$ cat config.mk
export PLATFORM = sky130hd
export DESIGN_NAME = rdsa_outq
export DESIGN_NICKNAME = d
export VERILOG_FILES = /design/src/rtl/rdsa_pkg.sv /design/src/rtl/rdsa_outq.sv
export SDC_FILE = /design/constraint.sdc
export NUM_CORES = 1
export LEC_CHECK = 0
export ABC_AREA = 1
export BUFFER_PORTS_ARGS = -buffer_cell sky130_fd_sc_hd__buf_2
export CAP_MARGIN = 20
export CORE_ASPECT_RATIO = 0.8
export CORE_UTILIZATION = 39
export DETAILED_ROUTE_END_ITERATION = 10
export GPL_TIMING_DRIVEN = 0
export PLACE_DENSITY_LB_ADDON = 0.3
export SYNTH_ARGS = -nofsm -noshare
export SYNTH_HDL_FRONTEND = slang
export SYNTH_SLANG_ARGS = --single-unit
$ cat constraint.sdc
create_clock -name aclk -period 1.9 [get_ports aclk]
set_input_delay 0.095 -clock aclk [delete_from_list [all_inputs] [get_ports aclk]]
set_output_delay 0.095 -clock aclk [all_outputs]
set_load 0.02 [all_outputs]
$ cat src/rtl/rdsa_pkg.sv
// shared types and constants for the range driven row shift align unit
package rdsa_pkg;

    // row storage: one bank ram per row buffer
    localparam int ROW_LEN = 2048;
    localparam int COL_W   = $clog2(ROW_LEN);
    localparam int LEN_W   = $clog2(ROW_LEN + 1);

    // field widths
    localparam int RANGE_W = 16;
    localparam int SRC_W   = 8;
    localparam int CFG_W   = 32;
    localparam int RLEN_W  = 12;
    localparam int PROD_W  = RANGE_W + 1 + CFG_W;
    localparam int SUM_W   = PROD_W + 1;
    localparam int FRAC_W  = 16;
    localparam int RND_W   = SUM_W - FRAC_W + 1;
    localparam int Y_W     = RND_W + 1;

    // output queue and the credit count that guards it
    localparam int OUTQ_DEPTH = 4;
    localparam int OUTQ_PTR_W = $clog2(OUTQ_DEPTH);
    localparam int OUTQ_CNT_W = $clog2(OUTQ_DEPTH + 1);

    // configuration register indexes
    localparam int CFG_IDX_W = 3;
    typedef enum logic [CFG_IDX_W-1:0] {
        REG_SHIFT_SCALE  = 3'd0,
        REG_SHIFT_OFFSET = 3'd1,
        REG_ROW_LENGTH   = 3'd2,
        REG_WRITE_RANGE  = 3'd3,
        REG_WRITE_SOURCE = 3'd4
    } cfg_reg_t;

    localparam logic signed [CFG_W-1:0] SCALE_RST  = 32'sd65536;
    localparam logic signed [CFG_W-1:0] OFFSET_RST = 32'sd0;
    localparam logic [RLEN_W-1:0]       RLEN_RST   = 12'd2048;

    localparam logic [FRAC_W-1:0] HALF_Q16 = 16'h8000;

    // one bank entry
    typedef struct packed {
        logic               mark;
        logic [SRC_W-1:0]   src;
        logic [RANGE_W-1:0] rng;
    } entry_t;

    localparam int ENTRY_W = $bits(entry_t);

    // one result beat
    typedef struct packed {
        logic [RANGE_W-1:0] rng;
        logic [SRC_W-1:0]   src;
        logic               last;
    } result_t;

    // pixel as it travels down the pipeline
    typedef struct packed {
        logic [RANGE_W-1:0] rv;
        logic [SRC_W-1:0]   sv;
        logic               last;
        logic [COL_W-1:0]   col;
        logic               wb;
    } item_t;

    // pixel with its resolved target position
    typedef struct packed {
        item_t            it;
        logic             hit;
        logic             has_t;
        logic [COL_W-1:0] p;
    } stg_t;

endpackage

$ cat src/rtl/rdsa_outq.sv
// small output queue that decouples the memory pipeline from the result channel
module rdsa_outq (
    input  logic              aclk,
    input  logic              aresetn,
    input  logic              push,
    input  rdsa_pkg::result_t push_data,
    input  logic              pop,
    output logic              q_valid,
    output rdsa_pkg::result_t q_data
);

    rdsa_pkg::result_t                    q_reg [rdsa_pkg::OUTQ_DEPTH];
    logic [rdsa_pkg::OUTQ_PTR_W-1:0]      wr_ptr_reg, wr_ptr_next;
    logic [rdsa_pkg::OUTQ_PTR_W-1:0]      rd_ptr_reg, rd_ptr_next;
    logic [rdsa_pkg::OUTQ_CNT_W-1:0]      cnt_reg, cnt_next;

    always_comb begin
        wr_ptr_next = wr_ptr_reg;
        rd_ptr_next = rd_ptr_reg;
        cnt_next    = cnt_reg;
        if (push) begin
            wr_ptr_next = (wr_ptr_reg == rdsa_pkg::OUTQ_PTR_W'(rdsa_pkg::OUTQ_DEPTH - 1)) ?
                          '0 : wr_ptr_reg + 1'b1;
        end
        if (pop) begin
            rd_ptr_next = (rd_ptr_reg == rdsa_pkg::OUTQ_PTR_W'(rdsa_pkg::OUTQ_DEPTH - 1)) ?
                          '0 : rd_ptr_reg + 1'b1;
        end
        if (push && !pop) begin
            cnt_next = cnt_reg + 1'b1;
        end else if (pop && !push) begin
            cnt_next = cnt_reg - 1'b1;
        end
    end

    always_ff @(posedge aclk) begin
        if (!aresetn) begin
            wr_ptr_reg <= '0;
            rd_ptr_reg <= '0;
            cnt_reg    <= '0;
        end else begin
            wr_ptr_reg <= wr_ptr_next;
            rd_ptr_reg <= rd_ptr_next;
            cnt_reg    <= cnt_next;
        end
    end

    always_ff @(posedge aclk) begin
        if (push) begin
            q_reg[wr_ptr_reg] <= push_data;
        end
    end

    assign q_valid = (cnt_reg != '0);
    assign q_data  = q_reg[rd_ptr_reg];

endmodule

* Word level (Yosys, flattened, before mapping)
Memories as Yosys holds them, arrays and structs flattened. A register that Yosys moved wholly into a read port is not among the register bits.
Cells that the tools add are included.
** Cells by class
- Reduce and logical (&&, ||, !) cells :: 6
- Muxes and demuxes :: 8
- Equal/unequal tests :: 2
- Add/sub/neg operators :: 4
** Operators by type and width (count)
- 2-bit two-way mux :: 4
- 3-bit two-way mux :: 2
- 2-bit by 1-bit adder with 2-bit output, second input constant :: 2
- 2-bit == test, second input constant :: 2
- 3-bit by 1-bit adder with 3-bit output, second input constant :: 1
- 3-bit nonzero test :: 1
- 3-bit by 1-bit subtractor with 3-bit output, second input constant :: 1
- 1-bit logical AND :: 2
- 1-bit zero test :: 2
- 1-bit two-way mux :: 2
- 2-bit nonzero test :: 1
** Storage, ports and cells
- Word-level logic and storage cells :: 24
- Memories :: 1
- Input port bits :: 29
- Memory bits (writable) :: 100
- Register bits after elaboration :: 7
- Output and inout port bits :: 26
** Memory list
- q_reg :: depth 4, bits a word 25, rd ports 1, clocked after memory_dff 1, write ports 1, RTL line rdsa_outq.sv:12 : rdsa_pkg::result_t q_reg [rdsa_pkg::OUTQ_DEPTH];

* Longest topological paths before layout
Gate-level depths: netlist of the first run.
- Depth after elaboration :: 4
- Mapped depth :: 10
- Gate-level depth less buffers :: 10

* Worst setup path before layout of the first run
No wires, ideal clock.
- Path kind :: register to register
- Start point :: register wr_ptr_reg[0] (netlist bit)
- End point :: memory q_reg[3][0] (netlist bit) (enable)
- Arrival :: 1.089 ns
- Path buffers :: 0
- Required time :: 1.520 ns
- Library setup time :: 0.380 ns
- Path slack :: 0.431 ns
- Stages on the path, launching flop included :: 4
- Period minus slack after synthesis :: 1.469 ns
- Cell sequence :: dfxtp_1 > ha_1 > nand2_1 > inv_1
** RTL lines
- start: declaration :: RTL line rdsa_outq.sv:13 : logic [rdsa_pkg::OUTQ_PTR_W-1:0] wr_ptr_reg, wr_ptr_next;
- start signal: assignment :: RTL line rdsa_outq.sv:42 : wr_ptr_reg <= wr_ptr_next;
- end: declaration :: RTL line rdsa_outq.sv:12
No word-level cell before the write port.

==> key figures, run 1 <==
Clock network
  – Clk_lat worst skew: 0.35 ns
  – CTS root buffer: clkbuf_16
  – Postcts setup bufs: 0
  – Clk sinks: approximately 110
  – Total CTS buffers: 9
  – CTS tree: built
  – Clock transition at path regs: 0.06 ns
  – H-tree Lvls: 3
  – CTS Buffer Depth: 2

Global routing
  – Initial antenna violation count: 0
  – Vias in the first global route: 2607
  – Total GRT Usage: 0.1640
  – Grt ovf: 0
  – First-pass GRT wire length: 13400 um
  – Largest net degree at the start of global routing: 26

Setup path
  – RR Endpoint: q_reg[3][1]
  – Cell mode on critical path: buf_2
  – CP max-delay cell: dfxtp_1
  – Crit-path max FO: 10
  – FF-to-FF path depth: 4
  – Crit-path leading delay family: buffers and inverters
  – Levels on crit path: 5
  – Crit-path cells: inv_2, buf_2, o21ai_1, o22ai_1, buf_2
  – Largest stage delay, worst path: 0.39 ns
  – Flop2flop setup slack: 0.27 ns
  – Critical path buffers and inverters: 3
  – CP required: roughly 1.8 ns
  – CP endpoint kind: output pin
  – Critical Path AT: 1.63 ns
  – Setup Crit Path Kind: reg -> out
  – Worst R2R Start: wr_ptr_reg[0]
  – Startpoint Class: flip-flop

Detailed routing
  – DRC Markers: 0
  – Post-DRT Antenna Nets: 0
  – Pre-antenna DRT Iters: 4
  – Routed via count: 2594
  – Via density: 4.804
  – Routed len/inst: between 15 and 20 um
  – Final WL: between 8000 and 9000 um
  – Detailed Route Iter0 Violations: 187

Timing
  – Setup Skew: 0.005030 ns
  – RSZ-0062 raised after global routing: no
  – Max Freq: 580.4 MHz
  – Hold WS: 0.01382 ns
  – Least-Margin Pin Slew: 0.5984 ns
  – Tmin final: 1.723 ns
  – Slew Viols, Final: 0
  – Final setup violation count: 0
  – Fin. Hold Viols: 0
  – Tcrit/Tclk final: 0.9069
  – Slew HR: 0.6006

Cells and area
  – Filler cells: 917
  – Commonest non-fill, non-tap cell in the layout: edfxtp_1
  – Max reg flops: 100
  – Antenna Cells: 0
  – Share of layout cells above drive strength 1: 0.2225
  – Most frequent cells in the layout: edfxtp_1 (100), nor2_1 (59), buf_2 (59)
  – Final #Nets: 431
  – Final core occ: 0.5127
  – Fin cells: 540
  – Reg area: ~3200 sq um
  – Final instance area: 5293 sq um
  – Multi-input gate area: 823.3 sq um
  – Layout area overhead: 27.10%

Power
  – Sequential Power Share: 0.511
  – Overall power: roughly 5400 uW
  – Leakage: a little under 0.002 uW
  – Net Sw Power: 1274 uW
  – PwrDens: approximately 1000 nW/um^2
  – Combinational Power Share: 0.127
  – Switching fraction of total power: 0.2350
  – Clock Power Share: 0.362
  – Peak VDD IR: 458.5 uV
  – Internal power: 4145 uW

Hold path
  – Hold endpoint: cnt_reg[2]
  – Tightest Hold Check Type: in -> reg
  – Hold path start: aresetn
  – Hold path cells: 3

Synthesis
  – Largest area contributor in the netlist: edfxtp_1
  – Synthesis-stage register bit count: 109
  – Yosys warning count: 0
  – Largest cells by area after synthesis: edfxtp_1 (72%), nor2_1 (5.3%), o21ai_0 (4.7%)
  – Syn Inst Count: 301
  – Post-Synthesis Net Count: 337
  – Register area share after synthesis: 0.7644
  – Mapped cell area: 4164 sq um
  – Post-synth top area share: 0.7212
  – Mean area per synthesized cell: around 14 sq um
  – Synth cell types: 20

Placed design
  – Dpl hpwl: between 5000 and 6000 um
  – Routability cong.: 0.6697
  – # port buffers: 54
  – Cell Area, Placed: between 4000 and 5000 sq um
  – Placed cell count: around 500

Floorplan
  – Io pins: 55
  – DIE HEIGHT: 94.42 um
  – Chip Width: 117.5 um
  – Die area: 11100 sq um
  – Area of the core: 10320 sq um
  – Rows: 33
  – Initial Util: 0.4034

Job
  – Maxcap violations: 0

Run status
  – Status: finished clean
-- tightest hold or removal path, delay by kind of cell --
| family | cells | cell delay, ns |
|---|---|---|
| simple gates | 2 | 0.09 |
| buf+inv | 1 | 0.13 |
-- repair_timing --
| item | 4_1_cts | 5_1_grt |
|---|---|---|
| resized for setup | 0 | 2 |
| hold endpoints to repair | 100 | 0 |
| hold buffers | 25 | 0 |
| endpoints found under the setup margin | 0 | 1 |
-- metrics by stage --
step	worst slack [ns]	TNS (ns)
3_3_place_gp	-0.004324	-0.05391
2_1_floorplan	0.4309	0
3_5_place_dp	0.03966	0
6_report	0.1769	0
5_1_grt	0.05904	0
4_1_cts	0.03229	0
-- Yosys cell counts --
cell type	instances
buf_6	1
a21oi_1	3
edfxtp_1	100
o22ai_1	25
xor2_1	1
o21ai_0	39
nand2_1	9
inv_1	14
ha_1	6
buf_2	6
fa_1	1
dfxtp_1	9
nor2_1	59
inv_4	1
buf_4	8
nand4_1	1
nor3_1	2
nand3_1	1
o21ai_1	14
inv_2	1
-- worst max path at each step --
stage,start,endpoint,slack (ns)
floorplan,wr_ptr_reg[0],q_reg[3][0],0.43
global placement,wr_ptr_reg[0],q_reg[3][13],-0.004
detailed placement,wr_ptr_reg[1],q_reg[1][13],0.04
CTS,wr_ptr_reg[0],q_reg[1][13],0.03
global route,flip-flop,q_data[14],0.06
finish,flip-flop,q_data[24],0.18
-- metal layers --
layer,vias up,share of wire,track usage
met5,-,0,0
met4,0,0.015,0.07051
met3,9,0.049,0.04469
met2,60,0.47,0.2692
met1,1239,0.46,0.2067
li1,1286,-,-
-- power by group through the flow --
stage                     Clock [uW]  Combinational (uW)  Sequential (uW)
after floorplan                    0                 387             2820
after global placement             0                 608             2820
after detailed placement           0                 641             2820
after CTS                       2000                 683             2770
after global routing            2100                 756             2780
final                           1960                 686             2770
-- cells by family (layout without fill, tap and decap cells) --
group / count (synthesis) / after routing / synth area share
compound gates: 81 / 81 / 0.1049
xor+xnor: 1 / 1 / 0.002104
fa+ha+maj: 7 / 7 / 0.02284
buf+inv: 31 / 130 / 0.03936
flops: 109 / 109 / 0.7644
simple gates: 72 / 72 / 0.06641
-- cell type report --
class | count | area share
sequential | 109 | 0.6014
buffer | 15 | 0.01962
timing repair buffer | 83 | 0.1191
tap | 140 | 0.03310
inverter | 16 | 0.01182
clock buffer | 10 | 0.04326
multi-input combinational | 161 | 0.1556
clock inverter | 6 | 0.01608
No activity file was read; power rests on OpenSTA's default activity.
==> run 2, diff against run 1 <==
Settings changed: CELL_PAD_IN_SITES_DETAIL_PLACEMENT set to 2, CELL_PAD_IN_SITES_GLOBAL_PLACEMENT set to 2.
==> run 2 against run 1 <==
  * Via count increased by 6.2%
  * Final cell count decreased by 0.19%
  * Critical path type unchanged
  * Critical path depth unchanged
  * Critical endpoint is now q_data[4]
  * Largest power group unchanged
==> key figures, run 2 (same netlist as run 1, synthesis figures left out) <==
Setup path
  – RR Endpoint: q_reg[2][12]
  – FF-to-FF path depth: 5 (+1)
  – Worst R2R Start: wr_ptr_reg[0]
  – Critical Path AT: 1.74 ns (+0.11 ns)
  – CP endpoint kind: output pin
  – CP required: 1.80 ns (about the same)
  – Flop2flop setup slack: 0.21 ns (-0.06 ns)
  – Crit-path max FO: 10 (unchanged)
  – Setup Crit Path Kind: reg -> out
  – Startpoint Class: flip-flop

Detailed routing
  – DRC Markers: 0 (unchanged)
  – Routed via count: 2755 (+6.2%)
  – Routed len/inst: 19.88 um (+24%)
  – Detailed Route Iter0 Violations: 127 (-32%)
  – Pre-antenna DRT Iters: 4 (unchanged)
  – Via density: 5.111 (+6.4%)
  – Final WL: 10720 um (+24%)
  – Post-DRT Antenna Nets: 0 (unchanged)

Cells and area
  – Commonest non-fill, non-tap cell in the layout: edfxtp_1
  – Fin cells: 539 (-0.19%)
  – Most frequent cells in the layout: edfxtp_1 (100), buf_2 (60), nor2_1 (59)
  – Filler cells: 989 (+7.9%)
  – Antenna Cells: 0 (unchanged)
  – Max reg flops: 100 (unchanged)
  – Share of layout cells above drive strength 1: 0.2256 (+0.003064)
  – Layout area overhead: 26.47%
  – Final #Nets: 430 (-0.23%)

Clock network
  – H-tree Lvls: 3 (unchanged)
  – Total CTS buffers: 9 (unchanged)
  – Clock transition at path regs: 0.07 ns (about the same)
  – Postcts setup bufs: 0 (unchanged)
  – CTS Buffer Depth: 2 (unchanged)
  – CTS resizes: 0 (unchanged)
  – Clk_lat worst skew: 0.34 ns (about the same)
  – CTS tree: built
  – CTS root buffer: clkbuf_16
  – Clk sinks: 109 (unchanged)

Global routing
  – Largest net degree at the start of global routing: 19 (-27%)
  – Total GRT Usage: 0.2095 (+0.04553)
  – Vias in the first global route: 2998 (+15%)
  – Grt ovf: 0 (unchanged)
  – First-pass GRT wire length: 16850 um (+26%)
  – Initial antenna violation count: 0 (unchanged)

Placed design
  – # port buffers: 54 (unchanged)
  – Dpl hpwl: 7128 um (+32%)
  – Routability cong.: 0.7126 (+6.4%)
  – Placed cell count: 499 (+0.20%)

Power
  – Leakage: 0.001954 uW (-1.0%)
  – Overall power: 5339 uW (-1.5%)
  – PwrDens: 1014 nW/um^2 (-0.98%)
  – Peak VDD IR: 517.8 uV (+13%)

Timing
  – Least-Margin Pin Slew: 0.7032 ns (+0.1048 ns)
  – Tcrit/Tclk final: 0.9670 (+0.06016)
  – Max Freq: 544.3 MHz (-6.2%)
  – Tmin final: 1.837 ns (+0.1143 ns)
  – Setup Skew: 0.003965 ns (-0.001065 ns)
  – Fin. Hold Viols: 0 (unchanged)
  – Slew Viols, Final: 0 (unchanged)
  – Setup TNS: 0 ns (unchanged)
  – Final setup violation count: 0 (unchanged)
  – Slew HR: 0.5307 (-0.06992)
  – Hold WS: 0.004040 ns (-0.009776 ns)
  – RSZ-0062 raised after global routing: yes

Floorplan
  – Chip Width: 117.5 um (unchanged)
  – Die area: 11100 sq um (unchanged)
  – Rows: 33 (unchanged)
  – Area of the core: 10320 sq um (unchanged)
  – Initial Util: 0.4034 (unchanged)
  – DIE HEIGHT: 94.42 um (unchanged)
  – Io pins: 55 (unchanged)

Hold path
  – Hold endpoint: q_reg[1][2]
  – Hold path start: push_data[2]
  – Hold path cells: 1 (-2)
  – Tightest Hold Check Type: in -> reg

Run status
  – Status: finished clean

Job
  – Maxcap violations: 0 (unchanged)
## run 2: cell count changes in the layout (fill, tap and decap cells not counted), moves of 2 or more
| cell | previous run | this run |
|---|---|---|
| clkinvlp_4 | 0 | 3 |
| bufinv_16 | 2 | 0 |
| clkbuf_16 | 9 | 11 |
| clkinv_1 | 2 | 0 |
| inv_6 | 2 | 0 |
## run 2: worst max-delay path by stage
stage / startpoint / end / cells past startpoint
final: flip-flop / q_data[4] / 5
after global routing: flip-flop / q_data[10] / 5
after CTS: flip-flop / q_data[4] / 5
after detailed placement: wr_ptr_reg[0] / q_reg[2][20] / 5
after global placement: wr_ptr_reg[0] / q_reg[0][11] / 4
after floorplan: wr_ptr_reg[0] / q_reg[3][0] / 3
## run 2: report_power, final
part / switching, uW / total (uW) / internal, uW / leakage [uW]
Combinational: 457 / 711 / 254 / 0.000820
Clock: 804 / 1850 / 1050 / 0.000141
Sequential: 44.2 / 2780 / 2730 / 0.000993
Total: 1310 / 5340 / 4030 / 0.00195
## run 2: stage by stage
| step | worst slack [ns] | cell area, sq um | util |
|---|---|---|---|
| 6_report | 0.06265 | 5266 | 0.5102 |
| 5_1_grt | -0.002502 | 5266 | 0.5102 |
| 4_1_cts | 0.06046 | 5266 | 0.5102 |
| 3_5_place_dp | 0.1712 | 4720 | 0.4572 |
| 3_3_place_gp | -0.04756 | 4609 | 0.4465 |
| 2_1_floorplan | 0.4309 | 4164 | - |
## run 2: repair_timing
item / 4_1_cts / 5_1_grt
hold endpoints to repair: 96 / 0
setup endpoints to repair: 0 / 2
hold buffers: 24 / 0
## run 2: layout make-up
type,count,area (sq um),area share
sequential,109,3183,0.6044
multi-input combinational,161,817.0,0.1551
timing repair buffer,82,620.6,0.1178
clock buffer,12,279.0,0.05298
tap,140,175.2,0.03326
buffer,15,101.3,0.01924
inverter,16,62.56,0.01188
clock inverter,4,27.53,0.005227
## run 2: worst max-delay path: stages, from the launching register on
cell	delay, ns
dfxtp_1	0.41
inv_2	0.17
buf_2	0.26
o21ai_0	0.13
o22ai_1	0.21
buf_2	0.22
## run 2: layer usage
metal / GRT usage / wire [um] / vias up
met5: 0 / 0 / -
met4: 0.06517 / 112 / 0
met3: 0.04167 / 292 / 9
met2: 0.3713 / 5555 / 50
met1: 0.2619 / 4754 / 1413
li1: - / - / 1283
