--- config.mk ---
export PLATFORM = sky130hd
export DESIGN_NAME = rdsa_ram
export DESIGN_NICKNAME = d
export VERILOG_FILES = /design/src/rtl/rdsa_ram.sv
export SDC_FILE = /design/constraint.sdc
export NUM_CORES = 1
export LEC_CHECK = 0
export ABC_CLOCK_PERIOD_IN_PS = 4800
export BUFFER_PORTS_ARGS = -buffer_cell sky130_fd_sc_hd__buf_2
export CAP_MARGIN = 20
export CELL_PAD_IN_SITES_DETAIL_PLACEMENT = 0
export CELL_PAD_IN_SITES_GLOBAL_PLACEMENT = 2
export CORE_AREA = 2 2 110 112
export DETAILED_ROUTE_END_ITERATION = 6
export DIE_AREA = 0 0 112 114
export PLACE_DENSITY_LB_ADDON = 0.08
export REMOVE_ABC_BUFFERS = 1
export SLEW_MARGIN = 20
export SYNTH_ARGS = -nofsm -noshare
export SYNTH_HDL_FRONTEND = slang
export SYNTH_SLANG_ARGS = --single-unit
--- constraint.sdc ---
create_clock -name aclk -period 4.8 [get_ports aclk]
set_input_delay 0.48 -clock aclk [delete_from_list [all_inputs] [get_ports aclk]]
set_output_delay 0.48 -clock aclk [all_outputs]
set_load 0.01 [all_outputs]
--- src/rtl/rdsa_ram.sv ---
// generic simple dual port ram with registered read
module rdsa_ram #(
    parameter int WIDTH = 8,
    parameter int DEPTH = 16
) (
    input  logic                     aclk,
    input  logic                     we,
    input  logic [$clog2(DEPTH)-1:0] waddr,
    input  logic [WIDTH-1:0]         wdata,
    input  logic [$clog2(DEPTH)-1:0] raddr,
    output logic [WIDTH-1:0]         rdata
);

    logic [WIDTH-1:0] mem [DEPTH];
    logic [WIDTH-1:0] rdata_reg;

    always_ff @(posedge aclk) begin
        if (we) begin
            mem[waddr] <= wdata;
        end
        rdata_reg <= mem[raddr];
    end

    assign rdata = rdata_reg;

endmodule

# Yosys cells after proc, flatten, opt, wreduce, memory -nomap -nowiden
# Memory sizes are Yosys's and may differ from the RTL's. A register that Yosys moved wholly into a read port is not among the register bits.
# Index checks and enable logic that the tools add are counted.
totals:
  out_inout_bits: 8
  mem_count: 1
  register_bits: 0
  wordCells: 3
  mem_bits_rw: 128
  input_bits: 18
memory_table:
  columns: ["name", "depth", "width", "rd", "rd_clocked_by_memory_dff", "write_ports", "line", "rtl"]
  rows:
  - ["mem", 16, 8, 1, 1, 1, "14", "logic [WIDTH-1:0] mem [DEPTH];"]
classes:
  muxes: 2
op_table:
  columns: ["operator", "n"]
  rows:
  - ["$mux W1", 2]

# Depth between registers and ports, before layout
# Gate-level depths: netlist of the first run.
depth:
  depth_word: 2
  mapped_depth: 5
  depth_no_buf: 3

# Worst setup path before layout of the first run
# OpenSTA, ideal clock, no wires.
synth_timing:
  path_type: "input -> register"
  start: "input waddr[2]"
  end: "memory mem[0][0] (enable)"
  setup_slack_ns: 2.827
  setup_ns: 0.383
  path_buffers: 0
  required_time_ns: 4.417
  path_stages: 2
  t_arrival_ns: 1.590
  cell_sequence: "or3b_2 nor3_1"
synth_rtl:
  columns: ["element", "line", "rtl"]
  rows:
  - ["from (decl)", "8", "input logic [$clog2(DEPTH)-1:0] waddr,"]
  - ["to (decl)", "14", null]
# Straight into the memory's write port.

==> results of run 1 <==
[routing by layer]
metal	vias up	part of all wire	global-route usage
li1	1045	-	-
met1	1255	0.47	0.2464
met2	66	0.47	0.2634
met3	16	0.043	0.04995
met4	0	0.016	0.07073
met5	-	0	0
[power by group through the flow]
stage / Combinational [mW] / Sequential (mW) / Clock (mW)
after floorplan: 0.0532 / 1.36 / 0
after global placement: 0.122 / 1.36 / 0
after detailed placement: 0.123 / 1.36 / 0
after CTS: 0.124 / 1.34 / 1.30
after global routing: 0.131 / 1.34 / 1.36
final: 0.120 / 1.34 / 1.28
[cell type report]
type	count	area share
sequential	136	0.6692
multi-input combinational	83	0.1800
clock buffer	17	0.07110
tap	147	0.03074
clock inverter	15	0.02677
timing repair buffer	26	0.02217
[how the worst min path moves through the flow]
stage	end	cells past startpoint	startpoint	slack [ps]
after floorplan	mem[0][0]$_DFFE_PP_	0	wdata[0]	580
after global routing	mem[9][7]$_DFFE_PP_	1	wdata[7]	450
final	mem[15][7]$_DFFE_PP_	1	wdata[7]	460
after global placement	rdata[4]$_DFF_P_	3	mem[14][4]$_DFFE_PP_	660
after CTS	mem[15][7]$_DFFE_PP_	1	wdata[7]	440
after detailed placement	rdata[3]$_DFF_P_	3	mem[11][3]$_DFFE_PP_	660
[cells in the mapped netlist]
master and count:
buf_4 1, nor2_1 13, mux4_2 18, buf_6 3, nor3_1 4, mux4_1 14
nand2_1 9, nor2b_1 1, nand3b_1 2, nand2b_1 2, clkdlybuf4s25_2 3, edfxtp_1 128
or3b_2 1, buf_2 3, and2b_1 1, a22oi_1 16, and2_1 1, nand3_1 1
dfxtp_1 8
[placed cells by master, fill, tap and decap left out]
| master | synthesis | routed |
|---|---|---|
| edfxtp_1 | 128 | 128 |
| buf_2 | 3 | 25 |
| mux4_2 | 18 | 18 |
| clkbuf_16 | 0 | 17 |
| a22oi_1 | 16 | 16 |
| mux4_1 | 14 | 14 |
| nor2_1 | 13 | 13 |
| nand2_1 | 9 | 9 |
| dfxtp_1 | 8 | 8 |
| clkinvlp_4 | 0 | 6 |
| nor3_2 | 0 | 4 |
| clkinv_1 | 0 | 4 |
| bufinv_16 | 0 | 3 |
| nand3b_1 | 2 | 2 |
| nand2b_1 | 2 | 2 |
| clkinv_2 | 0 | 2 |
| nor2b_1 | 1 | 1 |
| and2_1 | 1 | 1 |
| and2b_1 | 1 | 1 |
| nand3_1 | 1 | 1 |
| or3b_2 | 1 | 1 |
| buf_4 | 1 | 1 |
[kinds of logic (layout without fill, tap and decap cells)]
logic type,Yosys count,count (layout),share of synthesized area
DFF,136,136,0.7778
muxes,32,32,0.1502
AOI/OAI and AO/OA,16,16,0.02334
buffers and inverters,10,58,0.01677
and+or+nand+nor,35,35,0.03184
[worst max-delay path, delay by kind of cell]
kind	cells	cell delay, ps
mux	1	570
compound gates	1	190
buf+inv	2	950
simple gates	1	60
==> flow_metrics.tcl, run 1 <==
set metrics [dict create \
    worst_setup_path_start_kind "primary input" \
    cts.clk_slew.worst_paths_ps 60 \
    syn-cell-area_sq_mm 0.005147 \
    synth_cell_types 19 \
    clkSinkCount 136 \
    cts_tree "yes" \
    cp_cell_sequence "buf_2 -> buf_4 -> mux4_1 -> a22oi_1 -> nand2_1" \
    cts_root_buffer "clkbuf_16" \
    synth_top_area_cell "edfxtp_1" \
    swShare 0.2021 \
    die_area_sq_mm 0.01277 \
    finClkSkew_ps 3.659 \
    io_pins 26 \
    avgSynthCellArea_sq_um 22.48 \
    post_drt_wl_per_cell_um 24.08 \
    hold_slack_ps 458.5 \
    diodes 0 \
    finalCritPeriodShare 0.4130 \
    status "finished clean" \
    setup.worst_path.end "rdata[4]$_DFF_P_" \
    p_switching_mw 0.5524 \
    total_power_mw 2.734 \
    cts_setup_buffers 0 \
    viasPerCell 5.618 \
    arrival_ps 2280 \
    drc_errors 0 \
    dieHeight_um 114 \
    tns_ps 0 \
    num_rows 40 \
    cts_hold_repair.buffers 0 \
    fillers 953 \
    reg2regPathDepth 3 \
    dpl_cell_area_sq_mm 0.005398 \
    globalRouteOverflowTotal 0 \
    maxCapViolations 0 \
    clkPwrFrac 0.467 \
    synthCells 229 \
    r2r_slack_ps 3440 \
    port_buffers 25 \
    hold_class "primary input to flip-flop" \
    cts_resized 0 \
    grt_max_degree 33 \
    die_x_um 112 \
    multi_input_area_sq_mm 0.001077 \
    path_max_fanout 23 \
    p_comb_frac 0.044 \
    antenna_found_initial 0 \
    drive_above_1_share 0.2780 \
    required_ps 5090 \
    core_area_sq_mm 0.01171 \
    vias 2382 \
    power_frac_seq 0.489 \
    endpoint_kind "flip-flop" \
    clock_path_buffers 2 \
    drtAntennaViolNets 0 \
    grt_pass1_vias 2415 \
    dr.pass1.iters 4 \
    gp_congestion 0.6881 \
    critPathLaunch "raddr[0]" \
    peakVddDrop_v 0.0002047 \
    placed_cells 392 \
    nets 282 \
    grt_pass1_wl_um 15370 \
    ys_warn_count 0 \
    h-tree-depth 4 \
    finalCriticalPeriod_ps 1982 \
    dp_hpwl_um 6090 \
    slowest_stage "buf_2" \
    final-hold-violation-count 0 \
    dp_slack_ps 2331 \
    final_area_sq_mm 0.005983 \
    grt_usage 0.1756 \
    setup_slack_ps 2818 \
    finalSetupViolCount 0 \
    r2r_start "mem[2][6]$_DFFE_PP_" \
    wirelength_um 10210 \
    synth.area.top_cells "edfxtp_1 (75%), mux4_2 (7.9%), mux4_1 (7.1%)" \
    area_growth_pct 16.24 \
    initial_core_util 0.4395 \
    finalMaxSlewViolations 0 \
    critPathMaxStageDelay_ps 590 \
    p_int_mw 2.181 \
    yosysTopAreaCellShare 0.7467 \
    seqCellArea_sq_mm 0.004004 \
    yosysSeqAreaShare 0.7778 \
    r2r_end "rdata[6]$_DFF_P_" \
    rsz0062_at_grt "no" \
    synth_seq_cells 136 \
    layoutNonFillerInstCount 424 \
    critPathKind "primary input to flip-flop" \
    drt_iter0_markers 215 \
    final_core_util 0.5109 \
    leakage_nw 1.970 \
    max_slew_margin 0.2972 \
    p_per_area_mw_per_mm2 456.9 \
    largest_register_ffs 128 \
    numCtsBuffers 17 \
    fmax_mhz 504.5 \
    worst_slew_pin_slew_ps 1050 \
    clk_latency_ps 410 \
]
Note: power is estimated with default switching activity, not from simulation.
==> run 2: changes to the inputs <==
--- a/config.mk
+++ b/config.mk
@@ -5,14 +5,15 @@
 export SDC_FILE = /design/constraint.sdc
 export NUM_CORES = 1
 export LEC_CHECK = 0
-export ABC_CLOCK_PERIOD_IN_PS = 4800
+export ABC_AREA = 1
+export ABC_CLOCK_PERIOD_IN_PS = 2050
 export BUFFER_PORTS_ARGS = -buffer_cell sky130_fd_sc_hd__buf_2
 export CAP_MARGIN = 20
 export CELL_PAD_IN_SITES_DETAIL_PLACEMENT = 0
 export CELL_PAD_IN_SITES_GLOBAL_PLACEMENT = 2
-export CORE_AREA = 2 2 110 112
+export CORE_AREA = 2 2 124 126
 export DETAILED_ROUTE_END_ITERATION = 6
-export DIE_AREA = 0 0 112 114
+export DIE_AREA = 0 0 126 128
 export PLACE_DENSITY_LB_ADDON = 0.08
 export REMOVE_ABC_BUFFERS = 1
 export SLEW_MARGIN = 20
==> constraint.sdc (replaced) <==
create_clock -name aclk -period 2.05 [get_ports aclk]
set_input_delay 0.205 -clock aclk [delete_from_list [all_inputs] [get_ports aclk]]
set_output_delay 0.205 -clock aclk [all_outputs]
set_load 0.01 [all_outputs]
==> run 2 against run 1 <==
Against the previous run:
- setup slack got worse by 1900 ps
- clock power increased by 110%
- first-iteration DRC count increased by 20%
- combinational power increased to 3.2 times the previous value
- utilization decreased by 6.4 points
- total power increased by 130%
- critical path depth decreased by 4
- synthesized cell count increased by 140%
- cell area increased by 11%
- largest cell class unchanged
- largest power group unchanged
==> flow_metrics.tcl, run 2 <==
set metrics [dict create \
    clkPwrFrac 0.432 \
    port_buffers 25 \
    cts_hold_repair.buffers 0 \
    r2r_start "mem[1][7]$_DFFE_PP_" \
    power_frac_seq 0.505 \
    die_x_um 126 \
    drive_above_1_share 0.1146 \
    h-tree-depth 4 \
    drt_iter0_markers 258 \
    numCtsBuffers 17 \
    synth_seq_cells 136 \
    r2r_slack_ps 1050 \
    r2r_end "rdata[7]$_DFF_P_" \
    synth.area.top_cells "edfxtp_1 (67%), nand2_1 (11%), nand3_1 (8.4%)" \
    cts_setup_buffers 0 \
    synth_flop_cell "edfxtp_1" \
    cts_tree "yes" \
    leakage_nw 2.874 \
    cts_resized 0 \
    holdCritStartpoint "raddr[3]" \
    synth_cell_types 12 \
    p_per_area_mw_per_mm2 931.6 \
    finalSetupViolCount 0 \
    path_buf_inv 1 \
    die_area_sq_mm 0.01613 \
    hold_class "primary input to flip-flop" \
    p_int_mw 4.841 \
    p_comb_frac 0.062 \
    rsz0062_at_grt "no" \
    slowest_stage "dfxtp_1" \
    arrival_ps 970 \
    dr.pass1.iters 5 \
    dp_hpwl_um 8503 \
    swShare 0.2179 \
    syn-cell-area_sq_mm 0.005767 \
    tns_ps 0 \
    total_power_mw 6.190 \
    path_delay_family "flip-flops" \
    critPathKind "flip-flop to output port" \
    endpoint_kind "output port" \
    area_growth_pct 15.23 \
    hold_depth 3 \
    clkSinkCount 136 \
    num_rows 45 \
    peakVddDrop_v 0.0005312 \
    layout_common_cells "nand2_1 (173), edfxtp_1 (128), inv_1 (100)" \
    p_switching_mw 1.349 \
    wirelength_um 14200 \
    async_reset_ff_frac 0 \
    finalMaxSlewViolations 0 \
    layoutNonFillerInstCount 791 \
    avgSynthCellArea_sq_um 10.47 \
    grt_pass1_vias 3517 \
    cp_cell_sequence "buf_2" \
    finalCriticalPeriod_ps 1170 \
    dieHeight_um 128 \
    max_slew_margin 0.5333 \
    synth-edff-count 128 \
    status "finished clean" \
    grt_max_degree 65 \
    yosysMostFrequentCell "nand2_1" \
    path_max_fanout 1 \
    finClkSkew_ps 4.878 \
    reg2regPathDepth 6 \
    layout_commonest_cell "nand2_1" \
    critPathMaxStageDelay_ps 390 \
    post_drt_wl_per_cell_um 17.95 \
    nets 608 \
    clock_path_buffers 2 \
    clk_latency_ps 410 \
    io_pins 26 \
    worst_slew_pin_slew_ps 699.0 \
    ys_warn_count 0 \
    placed_cells 759 \
    finalCritPeriodShare 0.5708 \
    globalRouteOverflowTotal 0 \
    hold_slack_ps 193.8 \
    grt_usage 0.1859 \
    drtAntennaViolNets 0 \
    largest_register_ffs 128 \
    fmax_mhz 854.7 \
    cts_root_buffer "clkbuf_16" \
    yosysSeqAreaShare 0.6943 \
    final-hold-violation-count 0 \
    drc_errors 0 \
    vias 3753 \
    core_area_sq_mm 0.01486 \
    synth_top_area_cell "edfxtp_1" \
    viasPerCell 4.745 \
    synthCells 551 \
    required_ps 1850 \
    min_to "rdata[6]$_DFF_P_" \
    synthTopCellsByCount "nand2_1 (173), edfxtp_1 (128), inv_1 (100)" \
    antenna_found_initial 0 \
    grt_pass1_wl_um 21550 \
    worst_setup_path_start_kind "flip-flop" \
    cts.clk_slew.worst_paths_ps 60 \
    maxCapViolations 0 \
    yosysTopAreaCellShare 0.6665 \
    initial_core_util 0.3880 \
    gp_congestion 0.7456 \
]
[run 2: worst max path at each step]
stage / start / endpoint / cells after the start
after CTS: rdata[5]$_DFF_P_ / rdata[5] / 1
after global routing: raddr[2] / rdata[7]$_DFF_P_ / 5
after global placement: raddr[2] / rdata[5]$_DFF_P_ / 5
after detailed placement: raddr[2] / rdata[7]$_DFF_P_ / 5
final: rdata[5]$_DFF_P_ / rdata[5] / 1
after floorplan: raddr[0] / rdata[2]$_DFF_P_ / 6
[run 2: layout make-up]
type | instances | area, sq um
timing repair buffer | 44 | 292.8
antenna | 1 | 2.502
clock inverter | 5 | 25.02
multi-input combinational | 289 | 1214
tap | 188 | 235.2
inverter | 102 | 382.9
clock buffer | 26 | 489.2
sequential | 136 | 4004
fill | 1442 | 8219
[run 2: cell families after synthesis]
family,synth area share
buffers and inverters,0.09525
DFF,0.6943
and+or+nand+nor,0.2105
[run 2: metal layers]
| layer | share of wire | track usage |
|---|---|---|
| met3 | 0.039 | 0.03798 |
| met1 | 0.47 | 0.2567 |
| met4 | 0.035 | 0.09696 |
| met2 | 0.46 | 0.2789 |
| met5 | 0 | 0 |
[run 2: metrics by stage]
stage / utilization / setup slack [ps] / area, sq um
after floorplan: - / 864.5 / 5600
after global placement: 0.4123 / 402.7 / 6128
after detailed placement: 0.4123 / 429.9 / 6128
after CTS: 0.4469 / 868.3 / 6643
after global routing: 0.4469 / 804.5 / 6643
final: 0.4471 / 879.9 / 6645
[run 2: power groups by stage]
stage	Clock (mW)	Combinational, mW	Sequential [mW]
global route	2.85	0.434	3.13
floorplan	0	0.168	3.19
detailed placement	0	0.394	3.19
CTS	2.73	0.395	3.13
global placement	0	0.395	3.18
finish	2.68	0.386	3.13
==> run 3: changes to the inputs <==
--- a/config.mk
+++ b/config.mk
@@ -5,15 +5,15 @@
 export SDC_FILE = /design/constraint.sdc
 export NUM_CORES = 1
 export LEC_CHECK = 0
-export ABC_AREA = 1
-export ABC_CLOCK_PERIOD_IN_PS = 2050
+export ABC_AREA = 0
+export ABC_CLOCK_PERIOD_IN_PS = 1000
 export BUFFER_PORTS_ARGS = -buffer_cell sky130_fd_sc_hd__buf_2
 export CAP_MARGIN = 20
 export CELL_PAD_IN_SITES_DETAIL_PLACEMENT = 0
 export CELL_PAD_IN_SITES_GLOBAL_PLACEMENT = 2
-export CORE_AREA = 2 2 124 126
+export CORE_AREA = 2 2 113 115
 export DETAILED_ROUTE_END_ITERATION = 6
-export DIE_AREA = 0 0 126 128
+export DIE_AREA = 0 0 115 117
 export PLACE_DENSITY_LB_ADDON = 0.08
 export REMOVE_ABC_BUFFERS = 1
 export SLEW_MARGIN = 20
==> constraint.sdc (replaced) <==
create_clock -name aclk -period 1 [get_ports aclk]
set_input_delay 0.1 -clock aclk [delete_from_list [all_inputs] [get_ports aclk]]
set_output_delay 0.1 -clock aclk [all_outputs]
set_load 0.01 [all_outputs]
==> run 3 against run 2 <==
Against the previous run:
- the run now ends with negative setup slack left
- clock power rose by 110%
- via count decreased by 34%
- total power increased by 110%
- wire length is 25% lower
- clock-buffer cell count rose by 1
- critical path type is now flip-flop to flip-flop
- largest cell class unchanged
- largest power group unchanged
==> flow_metrics.tcl, run 3 (synthesized netlist as in run 1, its figures left out) <==
set metrics [dict create \
    status "finished, violations left" \
    violations "negative setup slack" \
    post_drt_wl_per_cell_um 22.71 \
    dp_slack_ps -602.3 \
    path_delay_family "multiplexers" \
    layout_commonest_cell "edfxtp_1" \
    final-hold-violation-count 0 \
    rsz0062_at_grt "yes" \
    h-tree-depth 4 \
    r2r_slack_ps -310 \
    met1_usage 0.2332 \
    port_buffers 25 \
    finalMaxSlewViolations 0 \
    critPathLaunch "mem[3][0]$_DFFE_PP_" \
    path_max_fanout 1 \
    critPathMaxStageDelay_ps 490 \
    slowest_stage "mux4_2" \
    leakage_nw 2.151 \
    grt_pass1_wl_um 15830 \
    antenna_found_initial 0 \
    num_rows 41 \
    grt_pass1_vias 2582 \
    finalCriticalPeriod_ps 1314 \
    clk_latency_ps 410 \
    setup.worst_path.end "rdata[0]$_DFF_P_" \
    total_power_mw 12.74 \
    worst_slew_pin_slew_ps 1010 \
    grt_max_degree 19 \
    p_per_area_mw_per_mm2 2019 \
    drt_iter0_markers 176 \
    cts_tree "yes" \
    die_x_um 115 \
    cts_setup_buffers 0 \
    die_area_sq_mm 0.01346 \
    r2r_start "mem[3][0]$_DFFE_PP_" \
    area_growth_pct 22.56 \
    hold_class "primary input to flip-flop" \
    required_ps 1290 \
    critPathKind "flip-flop to flip-flop" \
    diodes 0 \
    finClkSkew_ps 6.510 \
    gp_congestion 0.7186 \
    path_buf_inv 0 \
    maxCapViolations 0 \
    layout_common_cells "edfxtp_1 (128), buf_4 (38), mux4_2 (31)" \
    drc_errors 0 \
    critical_path_cell_count 3 \
    endpoint_kind "flip-flop" \
    multi_input_area_sq_mm 0.001059 \
    numCtsBuffers 17 \
    nets 324 \
    vias 2470 \
    seqCellArea_sq_mm 0.004009 \
    clkSinkCount 136 \
    viasPerCell 5.267 \
    met2_usage 0.2702 \
    peakVddDrop_v 0.001278 \
    hold_slack_ps 75.52 \
    setup_slack_ps -314.4 \
    cts.clk_slew.worst_paths_ps 60 \
    fmax_mhz 760.8 \
    fillers 1029 \
    initial_core_util 0.4181 \
    met3_usage 0.05201 \
    clock_path_buffers 2 \
    cts_hold_repair.buffers 0 \
    largest_register_ffs 128 \
    arrival_ps 1600 \
    finalCritPeriodShare 1.314 \
    cts_root_buffer "clkbuf_16" \
    finalSetupViolCount 8 \
    globalRouteOverflowTotal 0 \
    dr.pass1.iters 4 \
    grt_usage 0.1743 \
    dieHeight_um 117 \
    busiest_layer "met2" \
    cp_cell_sequence "mux4_2 -> a22oi_2 -> nand2_1" \
    max_slew_margin 0.3242 \
    reg2regPathDepth 3 \
    core_area_sq_mm 0.01231 \
    wirelength_um 10650 \
    io_pins 26 \
    drive_above_1_share 0.4263 \
    r2r_end "rdata[0]$_DFF_P_" \
    drtAntennaViolNets 0 \
    worst_setup_path_start_kind "flip-flop" \
    dp_hpwl_um 6695 \
]
==> run 3: cell types whose count changed in the layout (fill, tap and decap cells not counted), sizes merged, moves of 16 or more <==
cell	change
nand3	-96
mux4	+32
nand2	-164
buf	+24
inv	-102
a22oi	+16
==> run 3: layer usage <==
layer	up-vias	routed length (um)
met5	-	0
met4	0	142
met3	16	373
met2	41	5196
met1	1299	4939
li1	1114	-
==> run 3: power breakdown <==
part | leakage (nW) | total, mW | internal (mW) | switching, mW
clock network | 0.258 | 5.58 | 3.52 | 2.06
logic | 0.669 | 0.732 | 0.350 | 0.382
registers | 1.22 | 6.42 | 6.38 | 0.0399
==> run 3: area by class of cell <==
cell class / count / share of cell area
sequential: 136 / 0.6355
multi-input combinational: 83 / 0.1678
timing repair buffer: 68 / 0.08290
clock buffer: 27 / 0.07656
tap: 150 / 0.02975
clock inverter: 5 / 0.007537
==> run 3: what timing repair did <==
| action | in CTS | in global routing |
|---|---|---|
| gates resized for setup | 23 | 6 |
| cloned | 0 | 0 |
| pin swaps | 9 | 4 |
| endpoints found under the setup margin | 11 | 19 |
==> run 3: stage by stage <==
stage | util | instances | TNS [ps] | area [sq um]
6_report | 0.5124 | 469 | -2026 | 6309
3_5_place_dp | 0.4678 | 437 | -35490 | 5759
3_3_place_gp | 0.4678 | 437 | -36140 | 5759
5_1_grt | 0.5124 | 469 | -2388 | 6309
2_1_floorplan | - | 219 | -24230 | 5061
4_1_cts | 0.5119 | 469 | -2096 | 6302
==> run 3: how the worst min path moves through the flow <==
stage / startpoint / cells after the start / slack [ps] / end
6_report: wdata[6] / 1 / 80 / mem[1][6]$_DFFE_PP_
5_1_grt: wdata[3] / 1 / 70 / mem[7][3]$_DFFE_PP_
4_1_cts: wdata[6] / 1 / 60 / mem[1][6]$_DFFE_PP_
3_5_place_dp: rdata[5]$_DFF_P_ / 1 / 500 / rdata[5]
3_3_place_gp: wdata[6] / 1 / 490 / mem[3][6]$_DFFE_PP_
2_1_floorplan: wdata[0] / 0 / 200 / mem[0][0]$_DFFE_PP_
